===== config.mk =====
export PLATFORM = sky130hd
export DESIGN_NAME = pulsed_output_force_bank_core
export DESIGN_NICKNAME = d
export VERILOG_FILES = /design/src/hw/rtl/pofb_pkg.sv /design/src/hw/rtl/pofb_ram.sv /design/src/hw/rtl/pulsed_output_force_bank_core.sv
export SDC_FILE = /design/constraint.sdc
export NUM_CORES = 2
export LEC_CHECK = 0
export ABC_CLOCK_PERIOD_IN_PS = 7900
export BUFFER_PORTS_ARGS = -buffer_cell sky130_fd_sc_hd__buf_2
export CAP_MARGIN = 10
export CORE_ASPECT_RATIO = 1.75
export CORE_MARGIN = 8
export CORE_UTILIZATION = 60
export DETAILED_ROUTE_END_ITERATION = 7
export PLACE_DENSITY = 0.86
export SLEW_MARGIN = 20
export SYNTH_ARGS = -nofsm -noshare
export SYNTH_HDL_FRONTEND = slang
export SYNTH_SLANG_ARGS = --single-unit

===== constraint.sdc =====
create_clock -name clock -period 7.9 [get_ports clock]
set_input_delay 1.185 -clock clock [delete_from_list [all_inputs] [get_ports clock]]
set_output_delay 1.185 -clock clock [all_outputs]
set_load 0.02 [all_outputs]

===== src/hw/rtl/pofb_pkg.sv =====
// Package for the pulsed output force bank: channel count, operation and
// status codes, and the layout of one stored channel entry.
// No dependencies.
`default_nettype none

package pofb_pkg;

   localparam int CHANNELS = 64;
   localparam int IDX_W    = (CHANNELS > 1) ? $clog2(CHANNELS) : 1;

   localparam logic [7:0] TICK_MS_RESET = 8'd20;

   typedef enum logic [2:0] {
      OP_WRITE   = 3'd0,
      OP_PULSE   = 3'd1,
      OP_FORCE   = 3'd2,
      OP_UNFORCE = 3'd3,
      OP_SETMARK = 3'd4,
      OP_READ    = 3'd5,
      OP_TICK    = 3'd6
   } op_type;

   typedef enum logic [1:0] {
      ST_OK      = 2'd0,
      ST_RANGE   = 2'd1,
      ST_REFUSED = 2'd2
   } status_type;

   // One channel as held in the state memory.
   typedef struct packed {
      logic        out_level;
      logic        forced;
      logic [15:0] timer;
   } entry_type;

endpackage

`default_nettype wire


===== src/hw/rtl/pofb_ram.sv =====
// Generic single-port-write, single-port-read RAM with registered read data.
// No dependencies.
`default_nettype none

module pofb_ram #(
   parameter int WIDTH = 8,
   parameter int DEPTH = 64
) (
   input  wire logic                                       clock,
   input  wire logic                                       wr_en,
   input  wire logic [((DEPTH > 1) ? $clog2(DEPTH) : 1)-1:0] wr_addr,
   input  wire logic [WIDTH-1:0]                           wr_data,
   input  wire logic                                       rd_en,
   input  wire logic [((DEPTH > 1) ? $clog2(DEPTH) : 1)-1:0] rd_addr,
   output logic      [WIDTH-1:0]                           rd_data
);

   logic [WIDTH-1:0] mem_ff [DEPTH];

   always_ff @(posedge clock) begin
      if (wr_en) begin
         mem_ff[wr_addr] <= wr_data;
      end
      if (rd_en) begin
         rd_data <= mem_ff[rd_addr];
      end
   end

endmodule

`default_nettype wire


===== src/hw/rtl/pulsed_output_force_bank_core.sv =====
// Pulsed output force bank: top level with the request sequencer, the
// channel update logic and the response register.
// Depends on pofb_pkg and pofb_ram.
`default_nettype none

// How the block is used
// ---------------------
// Requests arrive on the req_ channel as one beat each: an operation, a
// channel number and its arguments. Every request produces exactly one beat
// on the rsp_ channel carrying a status and the channel's output bit, force
// mark and remaining pulse time after the operation.
// The csr_ channel writes the tick length in milliseconds; it is always
// ready and should only be written while no request is in flight.
// Each request is handled in an accept cycle and an update cycle: in the
// accept cycle the channel entry is read from the state memory (registered
// read data) and the tick decrement is multiplied out; in the update cycle
// the entry is updated, written back and the response register is loaded.
// A new request is taken only after the current one has been completed.
// The response register decouples the sides: a new request is taken while
// a finished response still waits. If the receiver stalls, the second
// request waits in its update cycle until the response register frees.
// Reset clears the per-entry valid bits, so every channel reads as all zero
// straight away; no clearing pass is needed. tick_ms returns to 20.

module pulsed_output_force_bank_core (
   input  wire logic                  clock,
   input  wire logic                  reset,
   // request channel
   input  wire logic                  req_valid,
   output logic                       req_ready,
   input  wire logic [2:0]            req_op,
   input  wire logic [6:0]            req_channel,
   input  wire logic                  req_level,
   input  wire logic [15:0]           req_pulse_time,
   input  wire logic                  req_hold,
   input  wire logic [15:0]           req_elapsed_ticks,
   // response channel
   output logic                       rsp_valid,
   input  wire logic                  rsp_ready,
   output pofb_pkg::status_type       rsp_status,
   output logic                       rsp_out_level,
   output logic                       rsp_forced,
   output logic [15:0]                rsp_pulse_left,
   // configuration channel
   input  wire logic                  csr_valid,
   output logic                       csr_ready,
   input  wire logic [7:0]            csr_tick_ms
);

   import pofb_pkg::*;

   typedef enum logic [1:0] {
      S_IDLE = 2'b01,
      S_EXEC = 2'b10
   } state_type;

   state_type state_ff, state_in;

   logic [7:0]  tick_ms_ff;

   // request held for the update cycle
   logic [2:0]  op_ff;
   logic        level_ff;
   logic [15:0] pulse_time_ff;
   logic        hold_ff;
   logic        chan_ok_ff;
   logic [IDX_W-1:0] idx_ff;
   logic [23:0] dec_ff;
   logic        entry_vld_ff;

   logic [CHANNELS-1:0] vld_ff;

   logic        accept;
   logic        complete;
   logic        chan_ok;
   logic [6:0]  chan_m1;
   logic [IDX_W-1:0] req_idx;

   entry_type   ram_rd_data;
   entry_type   cur_entry;
   entry_type   nxt_entry;
   status_type  nxt_status;
   logic        ram_wr_en;
   logic [15:0] tick_left;

   logic        rsp_valid_ff;
   status_type  rsp_status_ff;
   logic        rsp_out_level_ff;
   logic        rsp_forced_ff;
   logic [15:0] rsp_pulse_left_ff;

   // ---------------------------------------------------------------------
   // Handshakes and sequencing
   // ---------------------------------------------------------------------
   assign csr_ready = 1'b1;
   assign req_ready = (state_ff == S_IDLE);
   assign accept    = req_valid && req_ready;
   // The update cycle finishes once the response register can take a beat.
   assign complete  = (state_ff == S_EXEC) && (!rsp_valid_ff || rsp_ready);

   assign chan_ok = (req_channel != 7'd0) && (32'(req_channel) <= CHANNELS);
   assign chan_m1 = req_channel - 7'd1;
   assign req_idx = chan_m1[IDX_W-1:0];

   always_comb begin
      state_in = state_ff;
      unique case (state_ff)
         S_IDLE: begin
            if (accept) begin
               state_in = S_EXEC;
            end
         end
         S_EXEC: begin
            if (complete) begin
               state_in = S_IDLE;
            end
         end
         default: state_in = S_IDLE;
      endcase
   end

   always_ff @(posedge clock) begin
      if (reset) begin
         state_ff   <= S_IDLE;
         tick_ms_ff <= TICK_MS_RESET;
      end else begin
         state_ff <= state_in;
         if (csr_valid && csr_ready) begin
            tick_ms_ff <= csr_tick_ms;
         end
      end
   end

   // Request capture. The decrement for a tick is multiplied out here so
   // that the update cycle only has a compare and subtract.
   always_ff @(posedge clock) begin
      if (accept) begin
         op_ff         <= req_op;
         level_ff      <= req_level;
         pulse_time_ff <= req_pulse_time;
         hold_ff       <= req_hold;
         chan_ok_ff    <= chan_ok;
         idx_ff        <= req_idx;
         dec_ff        <= tick_ms_ff * req_elapsed_ticks;
         entry_vld_ff  <= vld_ff[req_idx];
      end
   end

   // ---------------------------------------------------------------------
   // State memory and its valid bits
   // ---------------------------------------------------------------------
   pofb_ram #(
      .WIDTH ($bits(entry_type)),
      .DEPTH (CHANNELS)
   ) u_state_ram (
      .clock   (clock),
      .wr_en   (ram_wr_en),
      .wr_addr (idx_ff),
      .wr_data (nxt_entry),
      .rd_en   (accept),
      .rd_addr (req_idx),
      .rd_data (ram_rd_data)
   );

   // A channel never written since reset reads as all zero.
   always_ff @(posedge clock) begin
      if (reset) begin
         vld_ff <= '0;
      end else if (ram_wr_en) begin
         vld_ff[idx_ff] <= 1'b1;
      end
   end

   // ---------------------------------------------------------------------
   // Channel update
   // ---------------------------------------------------------------------
   assign cur_entry = entry_vld_ff ? ram_rd_data : '0;
   assign ram_wr_en = complete && chan_ok_ff;

   // Saturating tick countdown. The subtraction is only taken when the
   // decrement fits below the timer, so its low 16 bits suffice.
   assign tick_left = ({8'd0, cur_entry.timer} >= dec_ff) ?
                      (cur_entry.timer - dec_ff[15:0]) : 16'd0;

   always_comb begin
      nxt_entry  = cur_entry;
      nxt_status = ST_OK;
      unique case (op_ff)
         OP_WRITE: begin
            if (cur_entry.forced) begin
               nxt_status = ST_REFUSED;
            end else begin
               nxt_entry.out_level = level_ff;
            end
         end
         OP_PULSE: begin
            // A forced channel ignores pulse writes without complaint.
            if (!cur_entry.forced) begin
               if (!level_ff && !hold_ff) begin
                  nxt_status = ST_REFUSED;
               end else begin
                  nxt_entry.out_level = level_ff;
                  nxt_entry.timer     = hold_ff ? 16'd0 : pulse_time_ff;
               end
            end
         end
         OP_FORCE: begin
            nxt_entry.forced    = 1'b1;
            nxt_entry.out_level = level_ff;
            nxt_entry.timer     = 16'd0;
         end
         OP_UNFORCE: begin
            if (cur_entry.forced) begin
               nxt_entry.forced = 1'b0;
               nxt_entry.timer  = 16'd0;
            end
         end
         OP_SETMARK: begin
            nxt_entry.forced = level_ff;
         end
         OP_READ: begin
            nxt_entry = cur_entry;
         end
         OP_TICK: begin
            // Only a running, driven, unforced pulse counts down.
            if ((cur_entry.timer != 16'd0) && cur_entry.out_level &&
                !cur_entry.forced) begin
               nxt_entry.timer = tick_left;
               if (tick_left == 16'd0) begin
                  nxt_entry.out_level = 1'b0;
               end
            end
         end
         default: begin
            nxt_status = ST_REFUSED;
         end
      endcase
   end

   // ---------------------------------------------------------------------
   // Response register
   // ---------------------------------------------------------------------
   always_ff @(posedge clock) begin
      if (reset) begin
         rsp_valid_ff <= 1'b0;
      end else if (complete) begin
         rsp_valid_ff <= 1'b1;
      end else if (rsp_ready) begin
         rsp_valid_ff <= 1'b0;
      end
   end

   always_ff @(posedge clock) begin
      if (complete) begin
         if (chan_ok_ff) begin
            rsp_status_ff     <= nxt_status;
            rsp_out_level_ff  <= nxt_entry.out_level;
            rsp_forced_ff     <= nxt_entry.forced;
            rsp_pulse_left_ff <= nxt_entry.timer;
         end else begin
            rsp_status_ff     <= ST_RANGE;
            rsp_out_level_ff  <= 1'b0;
            rsp_forced_ff     <= 1'b0;
            rsp_pulse_left_ff <= 16'd0;
         end
      end
   end

   assign rsp_valid      = rsp_valid_ff;
   assign rsp_status     = rsp_status_ff;
   assign rsp_out_level  = rsp_out_level_ff;
   assign rsp_forced     = rsp_forced_ff;
   assign rsp_pulse_left = rsp_pulse_left_ff;

   // ---------------------------------------------------------------------
   // Assertions
   // ---------------------------------------------------------------------
   a_state_onehot: assert property (@(posedge clock) disable iff (reset)
      $onehot(state_ff))
      else $error("sequencer state is not one-hot");

   a_accept_to_exec: assert property (@(posedge clock) disable iff (reset)
      accept |=> (state_ff == S_EXEC))
      else $error("accepted request did not enter the update cycle");

   a_no_write_bad_chan: assert property (@(posedge clock) disable iff (reset)
      ((state_ff == S_EXEC) && !chan_ok_ff) |-> !ram_wr_en)
      else $error("state memory written for an out-of-range channel");

   a_range_zero: assert property (@(posedge clock) disable iff (reset)
      (rsp_valid_ff && (rsp_status_ff == ST_RANGE)) |->
         (!rsp_out_level_ff && !rsp_forced_ff && (rsp_pulse_left_ff == 16'd0)))
      else $error("out-of-range response carries channel data");

   a_complete_loads_rsp: assert property (@(posedge clock) disable iff (reset)
      complete |=> rsp_valid_ff)
      else $error("finished request produced no response beat");

endmodule

`default_nettype wire

== Yosys cells after proc, flatten, opt, wreduce, memory -nomap -nowiden ==
Memories as Yosys holds them, arrays and structs flattened. A register that Yosys moved wholly into a read port is not among the register bits.
Index checks and enable logic that the tools add are counted.
W data, S select, Z words.

* Eq/ne operators: 10
* Multiply operators: 1
* Mux-type cells: 30
* Reduce and logical (&&, ||, !) cells: 20
* Bitwise gates (word level): 1
* $lt $le $gt $ge: 5
* Add/subtract/negate cells: 2

{| class="wikitable"
|+ Operator list
! operator !! number
|-
| $mux W16 || 6
|-
| $or A64 B64 Y64 || 1
|-
| $pmux W16 S4 || 1
|-
| $ge A16 B24 Y1 || 1
|-
| $mul A8 B16 Y24 || 1
|-
| $mux W18 || 1
|-
| $logic_not A16 Y1 || 1
|-
| $reduce_bool A16 Y1 || 1
|-
| $sub A16 B16 Y16 || 1
|-
| $lt A6 B7 Y1 const B || 2
|-
| $mux W1 || 11
|-
| $mux W2 || 5
|-
| $eq A3 B3 Y1 const B || 3
|-
| $logic_and A1 B1 Y1 || 8
|-
| $le A7 B7 Y1 const B || 1
|-
| $reduce_bool A7 Y1 || 1
|-
| $bmux W1 S6 || 1
|-
| $demux W1 S6 || 1
|-
| $eq A3 B2 Y1 const B || 2
|-
| $ge A6 B1 Y1 const B || 1
|-
| $pmux W2 S3 || 1
|-
| $sub A6 B1 Y6 const B || 1
|-
| $reduce_or A5 Y1 || 1
|-
| $logic_not A1 Y1 || 4
|-
| 12 further kinds || 12
|}

* Input bits: 57
* Memory bits (writable): 1152
* Register bits: 148
* Word-level logic and storage cells: 86
* Output and inout bits: 23
* Memories: 1

{| class="wikitable"
|+ Memory list
! memory !! words !! bits a word !! read ports !! clocked after Yosys merged registers in !! wr ports !! RTL line !! source
|-
| u_state_ram.mem_ff || 64 || 18 || 1 || 1 || 1 || pofb_ram.sv:18 || <nowiki>logic [WIDTH-1:0] mem_ff [DEPTH];</nowiki>
|}

== Logic depth before layout (Yosys ltp) ==
* Word-level depth: 7
* Depth in mapped cells: 19
* Gate-level depth less buffers: 18

== Modules after synthesis ==
From an unflattened synthesis, not the netlist that was laid out.

* Cells, all modules: 3103
* Area total of the unflattened synthesis: 55954.9 sq um

{| class="wikitable"
|+ Modules (own cells, without submodules)
! module !! instances !! seq. area each (sq um) !! cells an instance !! area each (sq um)
|-
| pofb_ram || 1 || 35133.7 || 1957 || 44801.7
|-
| pulsed_output_force_bank_core || 1 || 3693.5 || 1146 || 11153.2
|}

== Least setup slack after synthesis ==
OpenSTA, ideal clock, no wires.

* Path kind: register to register
* From: register entry_vld_ff
* To: memory u_state_ram.mem_ff[0][15] (netlist bit) (data pin)
* Period minus slack after synthesis: 6.213 ns
* Path buffers: 2
* Data required time: 7.165 ns
* Slack: 1.687 ns
* Cell stages (with the launch flop): 13
* Arrival time: 5.478 ns
* Setup time: 0.735 ns
* Path through: edfxtp_1 clkbuf_1 clkbuf_1 nand2_1 ha_1 fa_1 and2b_1 o21a_1 nor3_1 o31a_1 o31ai_4 nand2_1 o311ai_1

{| class="wikitable"
|+ RTL lines
! element !! RTL line !! source
|-
| start: declaration || pulsed_output_force_bank_core.sv:69 || <nowiki>logic entry_vld_ff;</nowiki>
|-
| start signal: assignment || pulsed_output_force_bank_core.sv:145 || <nowiki>entry_vld_ff <= vld_ff[req_idx];</nowiki>
|-
| end: declaration || pofb_ram.sv:18 ||
|}

== Worst setup path in the final report ==
* From: register tick_ms_ff[3]
* To: register dec_ff[22] (data pin)

* Word-level cells in the longest chain between the ends: 1

{| class="wikitable"
|+ RTL lines
! element !! RTL line !! source
|-
| start: declaration || pulsed_output_force_bank_core.sv:59 || <nowiki>logic [7:0] tick_ms_ff;</nowiki>
|-
| start signal: assignment || pulsed_output_force_bank_core.sv:129 || <nowiki>tick_ms_ff <= csr_tick_ms;</nowiki>
|-
| $mul A8 B16 Y24 || pulsed_output_force_bank_core.sv:144 || <nowiki>dec_ff <= tick_ms_ff * req_elapsed_ticks;</nowiki>
|-
| end signal: assignment || pulsed_output_force_bank_core.sv:144 ||
|-
| end: declaration || pulsed_output_force_bank_core.sv:68 || <nowiki>logic [23:0] dec_ff;</nowiki>
|}

Every way passes these cells.
A chain may end at the register's enable or synchronous reset.

==> impl_results.md <==
* Distinct cells, synth at 65
* I/O Pins at 80
* Startpoint types: flop
* RSZ-0062 raised after global routing: false
* Relative slew slack at 20.3%
* Buffers on Ports at 78
* Worst-skew pair later-pin latency at 0.73 ns
* Nets at 3222
* DR vias at 30400
* Worst-path clk slew at 0.07 ns
* Post-CTS setup repair buffer count at 0
* Main flop type after synthesis: edfxtp_1
* Met2 track demand over resource at 52.1%
* Share of cells above drive strength 1 at 25.7%
* Fill cells at 5331
* Mean number of vias per cell at 7.06
* Period utilization at 67.8%
* Area of the multi-input gates at 0.0161 mm2
* Drt initial violations at 4102
* Hold Crit Class: reg -> reg
* CP Capture Type: flop
* Global Route met3 Usage at 6.19%
* Top post-synthesis cells by area: edfxtp_1, mux4_2, fa_1
* CTS Buf Count at 105
* EDFF count, synth at 1243
* Final setup fails at 0
* Worst path cell trace: and2_1 > fa_1 > fa_1 > fa_1 > inv_1 > fa_1 > inv_1 > ha_1 > o211ai_1 > a22oi_1 > nand2_1 > o31a_1 > a21boi_0 > a211oi_1 > a21oi_1 > xor2_1
* DR DRC count at 0
* Hold Crit Depth at 2
* Die Area at 0.103 mm2
* Critical path type: reg -> reg
* GP Congestion at 0.905
* Slew @ Worst Pin at 1.19 ns
* Top-count cell post-synth: edfxtp_1
* Syn Std Cell Area at 0.0556 mm2
* Syn. warnings at 0
* Arr. time, crit path at 5.81 ns
* GR Util met1 at 33.8%
* Post-CTS sizing at 0
* Ys async rst share at 0%
* Synth top area share at 67.2%
* Longest Clk Path Bufs at 3
* CTS root buf: clkbuf_16
* Avg WL per Cell at 36.3 um
* Max Fclk at 187 MHz
* Most frequent cells after synthesis: edfxtp_1, mux4_2, nor2_1
* Vias in the first global route at 31700
* Final Max Slew Viols at 0
* Final setup margin at 2.55 ns
* CTS sink count at 1318
* Max_cap viols at 0
* Post-cts hold buffer count at 0
* First-pass GRT wire length at 224000 um
* P_leak at 20.7 nW
* Placeable Area at 0.0918 mm2
* GR peak layer: met2
* Seq. cell area at 0.0388 mm2
* Slowest CP cell: dfxtp_1
* CTS tree: done
* Most common cell type on the critical path: fa_1
* Syn_area_per_cell at 19.4 um2
* Initial antenna violation count at 16
* Power Density at 255 mW/mm2
* Sequential share of the synthesized area at 69.9%
* Gr ovfl total at 0
* Final Hold Viols at 0
* Clock Skew at 0.0383 ns
* Die H at 419 um
* Tmin final at 5.35 ns
* Die width at 246 um
* DR pass1 iterations at 6
* DRT antenna net count at 0
* Post-Route WL at 156000 um
* Critical Path RT at 8.36 ns
* Overall routing resource usage at 30.6%
* Final hold slack at 0.473 ns
* R2R cell count at 16
* P&R area growth vs syn at 11.2%
* Gate Count Post-Synth at 2871
* Syn Nets at 3075
* Dpl ws at 2.16 ns
* Cell taking the most area after synthesis: edfxtp_1
* #FFs+latches synth at 1318
* Initial Utilization at 60.6%
* Peak supply drop at 0.219 mV
* Status: completed
* CP max stage delay at 0.83 ns
* DPL Wire Length at 90400 um
* H-tree depth at 3
* Largest net degree at the start of global routing at 100
* Worst-path fanout max at 17
* Setup TNS at 0 ns
* # rows at 147
per-stage QoR:
step | total power (W) | util, % | instance area (um2) | instances
2_1_floorplan | 0.00938 | - | 55600 | 2871
3_3_place_gp | 0.0101 | 63.2 | 58000 | 4102
3_5_place_dp | 0.0101 | 63.2 | 58000 | 4102
4_1_cts | 0.0158 | 67.3 | 61800 | 4301
5_1_grt | 0.0162 | 67.3 | 61800 | 4302
6_report | 0.0158 | 67.3 | 61800 | 4309
placed cells by master (no fill, tap or decap), types with 9 or more instances in the layout:
master        n
edfxtp_1   1243
mux4_2      399
nor2_1      188
and2_1      139
inv_1       135
clkbuf_16   108
buf_4        89
fa_1         85
buf_2        77
dfxtp_1      75
ha_1         61
nand2_1      54
a21oi_1      35
nor3_1       26
clkbuf_1     24
o21ai_0      19
nor2_2       18
bufinv_16    18
nor2b_1      17
a22oi_1      15
xnor2_1      15
clkinv_1     15
nand3_1      14
o21ba_2      14
clkinv_2     13
a41oi_1      10
o21a_1        9
a21o_1        9
worst max-delay path, delay by kind of cell, from the launching register on:
kind	cells	cell delay [ns]
AND/OR/NAND/NOR	2	0.37
XOR/XNOR	1	0.11
AO/OA/AOI/OAI	6	1.37
adder cells (fa/ha/maj)	5	2.31
flip-flops	1	0.83
buffers and inverters	2	0.10
layout make-up:
class | count | share of cell area, %
multi-input combinational | 1285 | 26.0
tap | 1192 | 2.41
clock buffer | 134 | 4.56
inverter | 135 | 0.820
antenna | 7 | 0.0283
sequential | 1318 | 62.8
timing repair buffer | 173 | 1.92
clock inverter | 65 | 1.47
registers in the layout, summed over array words and instances (netlist names):
signal / count
u_state_ram.mem_ff: 1152
vld_ff: 64
dec_ff: 24
u_state_ram.rd_data: 18
pulse_time_ff: 16
rsp_pulse_left: 16
tick_ms_ff: 8
idx_ff: 6
op_ff: 3
rsp_status: 2
state_ff: 2
chan_ok_ff: 1
entry_vld_ff: 1
hold_ff: 1
level_ff: 1
rsp_forced: 1
rsp_out_level: 1
rsp_valid: 1
cell families (layout without fill, tap and decap cells):
group	count (synthesis)	after routing	synth area share [%]
muxes	406	406	16.3
buffers and inverters	268	507	1.99
adders and majority gates	147	147	4.46
other	1	8	0.00675
DFF	1318	1318	69.9
and+or+nand+nor	516	516	4.57
AOI/OAI and AO/OA	189	189	2.41
xor gates and xnor gates	26	26	0.410
worst paths after layout:
kind                                    to  slack [ns]           from
worst max-delay path            dec_ff[22]        2.55  tick_ms_ff[3]
worst min-delay path            vld_ff[21]        0.47     vld_ff[21]
worst max register to register  dec_ff[22]        2.55  tick_ms_ff[3]
worst min register to register  vld_ff[21]        0.47     vld_ff[21]
power breakdown:
part	switching, W	total (W)	internal, W
Combinational	0.00140	0.00219	0.000793
Clock	0.00257	0.00573	0.00316
Sequential	0.0000571	0.00787	0.00781
routing by layer:
layer	wire length, um	up-vias
li1	-	11700
met1	47600	15500
met2	80100	2516
met3	15000	657
met4	13700	16
met5	110	-
(Power assumes the default switching activity.)
